`config.mk`:
```
export PLATFORM = sky130hd
export DESIGN_NAME = pnrf_mul
export DESIGN_NICKNAME = d
export VERILOG_FILES = /design/src/hdl/pnrf_pkg.sv /design/src/hdl/pnrf_mul.sv
export SDC_FILE = /design/constraint.sdc
export NUM_CORES = 2
export LEC_CHECK = 0
export ABC_CLOCK_PERIOD_IN_PS = 12330
export BUFFER_PORTS_ARGS = -buffer_cell sky130_fd_sc_hd__buf_2
export CORE_MARGIN = 5
export CORE_UTILIZATION = 40
export CTS_BUF_LIST = sky130_fd_sc_hd__clkbuf_4
export DETAILED_ROUTE_END_ITERATION = 6
export SYNTH_ARGS = -nofsm -noshare
export SYNTH_HDL_FRONTEND = slang
export SYNTH_SLANG_ARGS = --single-unit
export TNS_END_PERCENT = 10
```
`constraint.sdc`:
```
create_clock -name i_clk -period 12.33 [get_ports i_clk]
set_input_delay 0.6165 -clock i_clk [delete_from_list [all_inputs] [get_ports i_clk]]
set_output_delay 0.6165 -clock i_clk [all_outputs]
set_load 0.1 [all_outputs]
```
`src/hdl/pnrf_pkg.sv`:
```
// Package with the types, constants and helper functions of the Newton root finder.
`default_nettype none

package pnrf_pkg;

    localparam int unsigned MAX_DEGREE_DEF = 63;
    localparam int unsigned QW   = 48;
    localparam int unsigned FW   = 24;
    localparam int unsigned EPSW = 25;
    localparam int unsigned ITW  = 12;
    localparam int unsigned DEGW = 6;
    localparam int unsigned IDXW = 6;

    localparam logic [EPSW-1:0] EPS_RESET = 25'd17;
    localparam logic [ITW-1:0]  ITER_RESET = 12'd1001;
    localparam logic [DEGW-1:0] DEG_RESET = '0;

    // Configuration register indexes.
    localparam logic [1:0] REG_DEGREE  = 2'd0;
    localparam logic [1:0] REG_EPSILON = 2'd1;
    localparam logic [1:0] REG_MAXITER = 2'd2;

    // Input modes.
    localparam logic MODE_LOAD  = 1'b0;
    localparam logic MODE_SOLVE = 1'b1;

    // Status codes.
    localparam logic [1:0] ST_CONVERGED = 2'd0;
    localparam logic [1:0] ST_LIMIT     = 2'd1;
    localparam logic [1:0] ST_ZERO_DER  = 2'd2;

    localparam logic signed [QW-1:0] Q_MAX = {1'b0, {(QW-1){1'b1}}};
    localparam logic signed [QW-1:0] Q_MIN = {1'b1, {(QW-1){1'b0}}};

    typedef struct packed {
        logic                 mode;
        logic [IDXW-1:0]      coef_index;
        logic signed [QW-1:0] coef_value;
        logic signed [QW-1:0] x_start;
    } t_in_beat;

    typedef struct packed {
        logic signed [QW-1:0] root;
        logic [ITW-1:0]       iterations;
        logic [1:0]           status;
    } t_out_beat;

    // Convert an unsigned magnitude and sign into a saturated Q24.24 value.
    function automatic logic signed [QW-1:0] from_mag(input logic [QW:0] m, input logic neg);
        logic signed [QW-1:0] r;
        if (neg) begin
            if (m >= {2'b01, {(QW-1){1'b0}}}) r = Q_MIN;
            else r = -$signed(m[QW-1:0]);
        end else begin
            if (m > {2'b00, {(QW-1){1'b1}}}) r = Q_MAX;
            else r = $signed(m[QW-1:0]);
        end
        return r;
    endfunction

    // Magnitude of a signed Q24.24 value.
    function automatic logic [QW-1:0] mag(input logic signed [QW-1:0] v);
        return v[QW-1] ? (~v + 1'b1) : v;
    endfunction

endpackage

`default_nettype wire

```
`src/hdl/pnrf_mul.sv`:
```
// Sequential 48x48 Q24.24 multiplier: 24x24 partial products over several cycles.
`default_nettype none

module pnrf_mul (
    input  wire logic                               i_clk,
    input  wire logic                               i_rst_n,
    input  wire logic                               i_start,
    input  wire logic signed [pnrf_pkg::QW-1:0]     i_a,
    input  wire logic signed [pnrf_pkg::QW-1:0]     i_b,
    output logic                                    o_done,
    output logic signed [pnrf_pkg::QW-1:0]          o_p
);

    typedef enum logic [2:0] {S_IDLE, S_HH, S_AHBL, S_ALBH, S_ALBL, S_FIN} t_state;

    t_state r_state;
    logic [23:0] r_ah, r_al, r_bh, r_bl;
    logic        r_neg;
    logic [47:0] r_hh;
    logic [48:0] r_acc;
    logic [23:0] mul_x, mul_y;
    logic [47:0] prod;

    // One shared 24x24 multiplier.
    always_comb begin
        unique case (r_state)
            S_HH:    begin mul_x = r_ah; mul_y = r_bh; end
            S_AHBL:  begin mul_x = r_ah; mul_y = r_bl; end
            S_ALBH:  begin mul_x = r_al; mul_y = r_bh; end
            S_ALBL:  begin mul_x = r_al; mul_y = r_bl; end
            default: begin mul_x = r_ah; mul_y = r_bh; end
        endcase
        prod = mul_x * mul_y;
    end

    // Sequencer, accumulation and saturation.
    always_ff @(posedge i_clk) begin
        if (!i_rst_n) begin
            r_state <= S_IDLE;
            o_done  <= 1'b0;
        end else begin
            o_done <= 1'b0;
            unique case (r_state)
                S_IDLE: begin
                    if (i_start) begin
                        {r_ah, r_al} <= pnrf_pkg::mag(i_a);
                        {r_bh, r_bl} <= pnrf_pkg::mag(i_b);
                        r_neg   <= i_a[47] ^ i_b[47];
                        r_state <= S_HH;
                    end
                end
                S_HH: begin
                    r_hh    <= prod;
                    r_acc   <= {1'b0, prod[23:0], 24'd0};
                    r_state <= S_AHBL;
                end
                S_AHBL: begin
                    r_acc   <= r_acc + {1'b0, prod};
                    r_state <= S_ALBH;
                end
                S_ALBH: begin
                    r_acc   <= r_acc + {1'b0, prod};
                    r_state <= S_ALBL;
                end
                S_ALBL: begin
                    r_acc   <= r_acc + {25'd0, prod[47:24]};
                    r_state <= S_FIN;
                end
                S_FIN: begin
                    if (r_hh >= 48'h800000) begin
                        o_p <= pnrf_pkg::from_mag({1'b1, 48'd0}, r_neg);
                    end else begin
                        o_p <= pnrf_pkg::from_mag(r_acc, r_neg);
                    end
                    o_done  <= 1'b1;
                    r_state <= S_IDLE;
                end
                default: r_state <= S_IDLE;
            endcase
        end
    end

endmodule

`default_nettype wire

```
==> results.sh <==
export IMPL_outcome="completed"
export IMPL_area_growth_pct=8.74
export IMPL_slowest_stage="a221oi_1"
export IMPL_synth_area_per_cell_um2=8.94
export IMPL_cts_buffer_depth=3
export IMPL_syn_area_um2=33900
export IMPL_tightest_slew_ps=1070
export IMPL_slowest_delay_ps=660
export IMPL_utilization_pct=44.0
export IMPL_setup_viol=0
export IMPL_synth_fp_nets=4597
export IMPL_synth_area_top_cells="fa_1 (29%), edfxtp_1 (19%), ha_1 (8.3%), inv_1 (6.7%), nor2_1 (5.0%)"
export IMPL_yosysMostFrequentCell="inv_1"
export IMPL_num_vias=27700
export IMPL_grt_pass1_vias=28500
export IMPL_routabilityCongestion=0.987
export IMPL_drtAntennaViolNets=0
export IMPL_cp_end_kind="flop"
export IMPL_ios=148
export IMPL_die_x_um=301
export IMPL_grt_pass1_wl_um=167000
export IMPL_antenna_found_initial=4
export IMPL_cp_common_cell="fa_1"
export IMPL_clock_latency_ps=810
export IMPL_ys_ff_latch=223
export IMPL_grt_use_total_pct=23.7
export IMPL_drive_above_1_share_pct=10.6
export IMPL_h_tree_depth=2
export IMPL_drt_iter0_markers=2234
export IMPL_drtPass1Iterations=6
export IMPL_synth_async_reset_ratio_pct=0
export IMPL_initial_core_util_pct=40.4
export IMPL_relSlewSlack_pct=28.3
export IMPL_yosysTopAreaCellShare_pct=28.5
export IMPL_cts_tree="yes"
export IMPL_nets=4715
export IMPL_crit_type="flop to flop"
export IMPL_wl_um=107000
export IMPL_die_h_um=301
export IMPL_synth_warnings=0
export IMPL_place_inst=4979
export IMPL_cts_sinks=223
export IMPL_hp_class="input pin to flop"
export IMPL_final_cells=5085
export IMPL_cts_root_buf="clkbuf_4"
export IMPL_crit_start="r_state[2]"
export IMPL_ys_seq_area_share_pct=19.6
export IMPL_post_route_drc_count=0
export IMPL_yosysTopAreaCell="fa_1"
export IMPL_yosysUniqueCellTypes=83
export IMPL_setup_tns_ps=0
export IMPL_required_ps=12980
export IMPL_dp_final_hpwl_um=88200
export IMPL_grt_ovfl_total=0
export IMPL_viasPerCell=5.45
export IMPL_post_cts_buffers=0
export IMPL_synthCells=3789
export IMPL_min_delay_start="i_b[0]"
export IMPL_dieArea_um2=90600
export IMPL_hold_viol=0
export IMPL_fin_crit_sh_pct=96.0
export IMPL_rsz0062_at_grt="false"
export IMPL_synth_enable_flop_cells=219
export IMPL_cts_buffers=60
export IMPL_fin_crit_ps=11840
export IMPL_critPathArrivalTime_ps=12490
export IMPL_startpoint_type="flop"
export IMPL_path_clk_slew_ps=70
export IMPL_placementRows=106
export IMPL_skew_ps=95.8
export IMPL_synthFlopType="edfxtp_1"
export IMPL_worstPathMaxFanout=21
export IMPL_max_freq_mhz=84.5
export IMPL_wl_per_cell_um=21.1
export IMPL_io_buffers=147
export IMPL_core_um2=83800
export IMPL_r2r_start="r_state[2]"
export IMPL_synth_commonest_cells="inv_1 (609), fa_1 (483), nor2_1 (447)"
export IMPL_finalMaxSlewViolations=0
export IMPL_grt_max_degree=78
export IMPL_max_cap_violations=0
## critical path, delay by kind of cell, from the launching register on
family / cells / cell delay, ps
adders and majority gates: 9 / 4330
AOI/OAI and AO/OA: 11 / 3210
and+or+nand+nor: 5 / 1570
buffers and inverters: 7 / 1010
muxes: 2 / 710
DFF: 1 / 520
xor gates and xnor gates: 1 / 270
## area by class of cell
cell class,count,area (µm²)
Inverter,609,2290
Clock inverter,21,95.1
Fill cell,8406,47000
Multi-Input combinational cell,2786,24400
Antenna cell,1,2.50
Sequential cell,223,6660
Timing Repair Buffer,227,1350
Tap cell,1134,1420
Clock buffer,84,631
## flip-flops by register name, summed over array words and instances (netlist names), 3 cells and up
register and cells:
r_acc 49, o_p 48, r_hh 25, r_ah 24, r_al 24, r_bh 24, r_bl 24, r_state 3
## kinds of logic after synthesis
logic type,after synthesis,synth area share (%)
xor gates and xnor gates,172,4.45
muxes,107,3.34
and+or+nand+nor,1223,16.2
AOI/OAI and AO/OA,575,10.8
DFF,223,19.6
buffers and inverters,780,8.67
adders and majority gates,709,36.9
## stage by stage
stage | hold slack [ps] | area [µm²] | worst slack (ps)
floorplan | 602 | 33900 | 1350
global placement | 658 | 36100 | 490
detailed placement | 666 | 36100 | 492
CTS | 72.8 | 36800 | 455
global route | 82.9 | 36900 | 6.45
finish | 146 | 36900 | 493
## per-layer routing
metal / share of wire [%] / up-vias / track usage (%)
met5: 0.039 / - / 0
met4: 5.5 / 6 / 10.8
met3: 7.2 / 268 / 4.06
met2: 47 / 1118 / 39.6
met1: 41 / 13600 / 30.4
li1: - / 12700 / -
## cells in the final DEF, fill, tap and decap left out, types with 29 or more instances in the layout
cell type    n
and2_1      31
nand2_1    439
o31ai_1     33
edfxtp_1   219
buf_4       79
xnor2_1    144
ha_1       226
clkbuf_4    84
nand3_1     35
nor3_1      50
or3_1       35
inv_1      609
buf_2      147
o21ai_0    113
a31oi_1     29
a21oi_1    178
a21o_1      53
mux2_2      39
nor2_1     446
mux2i_1     48
nand4_1     45
fa_1       483
## path summary, 6_finish.rpt
check | endpoint | slack, ps | cells past startpoint
setup / recovery | r_acc[48] | 490 | 35
hold / removal | r_bl[0] | 150 | 1
setup reg to reg | r_acc[48] | 490 | 35
hold reg to reg | r_state[1] | 690 | 1
## repair_timing
action                                  CTS  global route
gates resized for setup                   0            12
endpoints found under the hold margin     0             0
endpoints found under the setup margin    0            13
hold buffers                              0             0
Power is left out: the tool's default activity adds up to more than one toggle a clock period on the data nets, which glitch-free logic cannot reach.
