### src/hdl/pnrf_pkg.sv
// Package with the types, constants and helper functions of the Newton root finder.
`default_nettype none

package pnrf_pkg;

    localparam int unsigned MAX_DEGREE_DEF = 63;
    localparam int unsigned QW   = 48;
    localparam int unsigned FW   = 24;
    localparam int unsigned EPSW = 25;
    localparam int unsigned ITW  = 12;
    localparam int unsigned DEGW = 6;
    localparam int unsigned IDXW = 6;

    localparam logic [EPSW-1:0] EPS_RESET = 25'd17;
    localparam logic [ITW-1:0]  ITER_RESET = 12'd1001;
    localparam logic [DEGW-1:0] DEG_RESET = '0;

    // Configuration register indexes.
    localparam logic [1:0] REG_DEGREE  = 2'd0;
    localparam logic [1:0] REG_EPSILON = 2'd1;
    localparam logic [1:0] REG_MAXITER = 2'd2;

    // Input modes.
    localparam logic MODE_LOAD  = 1'b0;
    localparam logic MODE_SOLVE = 1'b1;

    // Status codes.
    localparam logic [1:0] ST_CONVERGED = 2'd0;
    localparam logic [1:0] ST_LIMIT     = 2'd1;
    localparam logic [1:0] ST_ZERO_DER  = 2'd2;

    localparam logic signed [QW-1:0] Q_MAX = {1'b0, {(QW-1){1'b1}}};
    localparam logic signed [QW-1:0] Q_MIN = {1'b1, {(QW-1){1'b0}}};

    typedef struct packed {
        logic                 mode;
        logic [IDXW-1:0]      coef_index;
        logic signed [QW-1:0] coef_value;
        logic signed [QW-1:0] x_start;
    } t_in_beat;

    typedef struct packed {
        logic signed [QW-1:0] root;
        logic [ITW-1:0]       iterations;
        logic [1:0]           status;
    } t_out_beat;

    // Convert an unsigned magnitude and sign into a saturated Q24.24 value.
    function automatic logic signed [QW-1:0] from_mag(input logic [QW:0] m, input logic neg);
        logic signed [QW-1:0] r;
        if (neg) begin
            if (m >= {2'b01, {(QW-1){1'b0}}}) r = Q_MIN;
            else r = -$signed(m[QW-1:0]);
        end else begin
            if (m > {2'b00, {(QW-1){1'b1}}}) r = Q_MAX;
            else r = $signed(m[QW-1:0]);
        end
        return r;
    endfunction

    // Magnitude of a signed Q24.24 value.
    function automatic logic [QW-1:0] mag(input logic signed [QW-1:0] v);
        return v[QW-1] ? (~v + 1'b1) : v;
    endfunction

endpackage

`default_nettype wire

### src/hdl/pnrf_div.sv
// Restoring Q24.24 divider, one quotient bit per cycle.
`default_nettype none

module pnrf_div (
    input  wire logic                           i_clk,
    input  wire logic                           i_rst_n,
    input  wire logic                           i_start,
    input  wire logic signed [pnrf_pkg::QW-1:0] i_a,
    input  wire logic signed [pnrf_pkg::QW-1:0] i_b,
    output logic                                o_done,
    output logic signed [pnrf_pkg::QW-1:0]      o_q
);

    // Quotient of (|a| << 24) / |b| takes 72 bits; magnitudes of 2^47 and above saturate.
    localparam int unsigned NW = 72;

    logic          r_busy;
    logic [6:0]    r_cnt;
    logic [NW-1:0] r_num;
    logic [48:0]   r_rem;
    logic [47:0]   r_den;
    logic [48:0]   r_q;
    logic          r_neg;
    logic          r_ovf;
    logic [48:0]   rem_sh;

    assign rem_sh = {r_rem[47:0], r_num[NW-1]};

    // One compare and subtract each cycle.
    always_ff @(posedge i_clk) begin
        if (!i_rst_n) begin
            r_busy <= 1'b0;
            o_done <= 1'b0;
        end else begin
            o_done <= 1'b0;
            if (!r_busy) begin
                if (i_start) begin
                    r_num  <= {pnrf_pkg::mag(i_a), 24'd0};
                    r_den  <= pnrf_pkg::mag(i_b);
                    r_rem  <= '0;
                    r_q    <= '0;
                    r_ovf  <= 1'b0;
                    r_neg  <= i_a[47] ^ i_b[47];
                    r_cnt  <= 7'd0;
                    r_busy <= 1'b1;
                end
            end else if (r_cnt == 7'(NW)) begin
                o_q    <= pnrf_pkg::from_mag(r_ovf ? {1'b1, 48'd0} : r_q, r_neg);
                o_done <= 1'b1;
                r_busy <= 1'b0;
            end else begin
                r_num <= {r_num[NW-2:0], 1'b0};
                if (rem_sh >= {1'b0, r_den}) begin
                    r_rem <= rem_sh - {1'b0, r_den};
                    r_q   <= {r_q[47:0], 1'b1};
                    if (r_q[48]) r_ovf <= 1'b1;
                end else begin
                    r_rem <= rem_sh;
                    r_q   <= {r_q[47:0], 1'b0};
                    if (r_q[48]) r_ovf <= 1'b1;
                end
                r_cnt <= r_cnt + 7'd1;
            end
        end
    end

endmodule

`default_nettype wire

### config.mk
export PLATFORM = sky130hd
export DESIGN_NAME = pnrf_div
export DESIGN_NICKNAME = d
export VERILOG_FILES = /design/src/hdl/pnrf_pkg.sv /design/src/hdl/pnrf_div.sv
export SDC_FILE = /design/constraint.sdc
export NUM_CORES = 1
export LEC_CHECK = 0
export ABC_AREA = 1
export BUFFER_PORTS_ARGS = -buffer_cell sky130_fd_sc_hd__buf_2
export CELL_PAD_IN_SITES_DETAIL_PLACEMENT = 1
export CELL_PAD_IN_SITES_GLOBAL_PLACEMENT = 1
export CORE_MARGIN = 10
export CORE_UTILIZATION = 35
export CTS_CLUSTER_SIZE = 10
export DETAILED_ROUTE_END_ITERATION = 7
export HOLD_SLACK_MARGIN = 0.03
export MAX_ROUTING_LAYER = met4
export PLACE_DENSITY = 0.7
export SYNTH_ARGS = -nofsm -noshare
export SYNTH_HDL_FRONTEND = slang
export SYNTH_SLANG_ARGS = --single-unit
### constraint.sdc
create_clock -name i_clk -period 15.14 [get_ports i_clk]
set_input_delay 0.757 -clock i_clk [delete_from_list [all_inputs] [get_ports i_clk]]
set_output_delay 0.757 -clock i_clk [all_outputs]
set_load 0.05 [all_outputs]
==> summary.md <==
| Metric | Value |
|---|---|
| Root Buffer | `clkbuf_16` |
| Row cnt | `85` |
| Clk_lat worst skew | `~0.56 ns` |
| Worst hold path class | `in2reg` |
| GP Congestion | `roughly 0.9` |
| CTS clk-pin slew, worst paths | `approximately 0.06 ns` |
| Setup TNS | `0 ns` |
| Final hold slack | `between 0.4 and 0.5 ns` |
| Area Overhead vs Synth | `13.16%` |
| Switch share | `between 30% and 40%` |
| R2R Path End | `o_q[32]` |
| Cts bufs inserted | `35` |
| Crit Reg-Reg Startpoint | `r_ovf` |
| Period Utilization, post-route | `25.87%` |
| Worst reg2reg path depth | `8` |
| Clock power frac | `between 30% and 40%` |
| Vias in the first global route | `18850` |
| Synth Flop Type | `edfxtp_1` |
| Dpl ws | `~11 ns` |
| Avg WL per Cell | `between 15 and 20 um` |
| Worst Hold Path EP | `r_den[0]` |
| Power density over cell area | `about 97 nW/um^2` |
| Maximum vdd drop | `79.67 uV` |
| RSZ-0062 raised after global routing | `no` |
| R2R setup slack | `approximately 11 ns` |
| Slowest stage cell, crit path | `inv_2` |
| Yosys top cell by area | `edfxtp_1` |
| Die ar. | `between 60000 and 70000 um^2` |
| Initial DRC count | `around 1100` |
| Vias per inst | `~5.0` |
| Clock Sinks | `roughly 250` |
| CP cell instances | `inv_2, nand2_1, inv_1, nand4_1, nand3b_1, o21ai_2, nand3_2, o211ai_1` |
| Adder-Cell Fraction of Synth Area | `3.618%` |
| Initial core utilization | `between 30% and 40%` |
| Most frequent cell after synthesis | `nand2_1` |
| Grt total ovfl | `0` |
| Die Ht | `roughly 250 um` |
| Cts repair resizes | `0` |
| Comb power frac | `21.8%` |
| Post-synthesis xor/xnor area fraction | `between 4 and 5%` |
| Power Internal | `0.001434 W` |
| Buffers on Ports | `approximately 150` |
| Final worst slack | `11.22 ns` |
| Post-Synth Simple-Gate Area | `a little under two fifths` |
| Compound-Gate Fraction of Synth Area | `under 10%` |
| Number of synthesized flops with an enable pin | `250` |
| Synth cell types | `45` |
| GRT Resource Usage Total | `21.55%` |
| Largest family of logic cells by synthesized area | `simple AND/OR/NAND/NOR gates` |
| Post-Syn Area | `19230 um^2` |
| Tmin final | `~4 ns` |
| Via count | `around 18000` |
| Sw Pwr | `a little under 0.0007 W` |
| Element type at the critical path start | `flip-flop` |
| Crit path DAT | `between 4 and 5 ns` |
| Drt drc | `0` |
| Slew HR | `about a quarter` |
| Final core area utilization | `around two fifths` |
| Hold depth | `1` |
| Seq/Total Area, Yosys | `between 30 and 40%` |
| Max-slew violation count | `0` |
| Final ANT Viol Nets | `0` |
| Max Clk Rate | `roughly 260 MHz` |
| WL final | `around 70 mm` |
| Clk buf depth | `3` |
| WS Path Type | `reg2reg` |
| Crit Path Max Fanout | `41` |
| Hold Buf Count CTS | `0` |
| Synth area leaders | `edfxtp_1 (39%), nand2_1 (18%), inv_1 (9.5%)` |
| Pin count of the biggest net entering global routing | `between 70 and 80` |
| Leak Pwr | `between 10 and 15 nW` |
| Sequential power share | `between 40% and 50%` |
| Dpl hpwl | `about 54 mm` |
| Required time worst endpoint | `15.50 ns` |
| Most frequent cells after synthesis | `nand2_1 (946), inv_1 (487), nor2_1 (351)` |
| HP Start | `i_b[0]` |
| Worst Skew | `between 0.02 and 0.025 ns` |
| Synth warn | `0` |
| Syn_area_per_cell | `6.874 um^2` |
| Ports | `between 100 and 150` |
| TritonRoute pass-1 iters | `5` |
| Status | `finished, final reports clean` |
| Die width | `roughly 250 um` |
| Postcts setup bufs | `0` |
| Final nets | `3087` |
| First-pass GRT wire length | `roughly 110 mm` |
| Mux cell area share after synthesis | `0%` |
| Worst slew pin tran | `approximately 1.1 ns` |
| Gate Count Post-Synth | `about 2800` |
| Setup crit end kind | `flip-flop` |
| Final setup fails | `0` |
| CTS tree | `done` |
| Largest stage delay, worst path | `~0.79 ns` |
| Max Cap Violations | `0` |
| Antenna violations before repair | `6` |
| #FFs+latches synth | `252` |
| Core area | `between 50000 and 60000 um^2` |
| Net Count, Synth | `about 3000` |
| Async SR Flop Fraction | `0%` |
| Final hold violation count | `0` |
| Share of cells above drive strength 1 | `under 10%` |
| CTS HTree Levels | `2` |
| Synth top area share | `between 30 and 40%` |
-- kinds of logic after synthesis --
kind of cell             Yosys count
buffers and inverters            555
adder cells (fa/ha/maj)           55
AND/OR/NAND/NOR                 1675
AO/OA/AOI/OAI                    168
XOR/XNOR                          92
flip-flops                       252
-- layout make-up --
cell class	instances	area (um^2)
multi-input cells	1990	9554
clock buffers	47	942.2
flip-flops and latches	252	7551
fillers	6985	32370
well taps	696	870.8
diodes	5	12.51
inverters	494	1854
clock inverters	16	140.1
repair buffers	160	833.3
-- layer usage --
layer	vias up	GRT usage, %	share of wire [%]
li1	9129	-	-
met1	8862	28.86	48
met2	385	33.80	45
met3	74	3.563	5.8
met4	0	4.532	1.6
met5	-	-	0
-- through the flow --
stage,cell area [um^2],std cells,power (W)
floorplan,19230,2797,0.001172
global placement,20660,3592,0.001310
detailed placement,20660,3592,0.001321
CTS,21750,3655,0.002135
global route,21760,3660,0.002221
finish,21760,3660,0.002112
-- power groups by stage --
| stage | clock network, W | logic [W] | registers, W |
|---|---|---|---|
| after floorplan | 0 | 0.000317 | 0.000855 |
| after global placement | 0 | 0.000449 | 0.000861 |
| after detailed placement | 0 | 0.000458 | 0.000863 |
| after CTS | 0.000824 | 0.000462 | 0.000849 |
| after global routing | 0.000849 | 0.000519 | 0.000853 |
| final | 0.000803 | 0.000460 | 0.000849 |
-- flip-flops by register name, summed over array words and instances (netlist names) --
| name | count |
|---|---|
| r_cnt | 7 |
| r_busy | 1 |
| r_rem | 48 |
| r_neg | 1 |
| r_ovf | 1 |
| o_q | 48 |
| r_q | 49 |
| o_done | 1 |
| r_den | 48 |
| r_num | 48 |
-- critical path: cells and delay by family (launching register included) --
| family | cells | cell delay, ns |
|---|---|---|
| AOI/OAI and AO/OA | 2 | 0.64 |
| DFF | 1 | 0.69 |
| and+or+nand+nor | 4 | 1.33 |
| buffers and inverters | 2 | 1.03 |
-- how the worst max path moves through the flow --
stage / cells after the start / slack, ns / startpoint / end
global route: 7 / 10.91 / r_ovf / o_q[38]
global placement: 7 / 11.24 / r_ovf / o_q[32]
CTS: 7 / 11.23 / r_ovf / o_q[32]
detailed placement: 7 / 11.24 / r_ovf / o_q[32]
finish: 8 / 11.22 / r_ovf / o_q[32]
floorplan: 8 / 7.09 / r_cnt[0] / r_ovf
-- cell usage in the layout, fill, tap and decap left out, drive strengths merged --
master / Yosys / routed
a21oi: 58 / 58
a31o: 2 / 2
a31oi: 10 / 10
and2: 4 / 4
and3: 1 / 1
buf: 25 / 160
bufinv: 0 / 2
clkbuf: 36 / 47
clkinv: 1 / 13
dfxtp: 2 / 2
diode: 0 / 5
edfxtp: 250 / 250
fa: 1 / 1
ha: 54 / 54
inv: 493 / 495
nand2: 969 / 969
nand3: 190 / 190
nand3b: 18 / 18
nand4: 66 / 66
nor2: 365 / 365
nor3: 45 / 45
nor4: 10 / 10
o211ai: 24 / 24
o21a: 3 / 3
o21ai: 59 / 59
o21bai: 6 / 6
o31ai: 4 / 4
o41ai: 2 / 2
or2: 6 / 6
or4: 1 / 1
xnor2: 36 / 36
xor2: 56 / 56
Note: power is estimated with default switching activity, not from simulation.
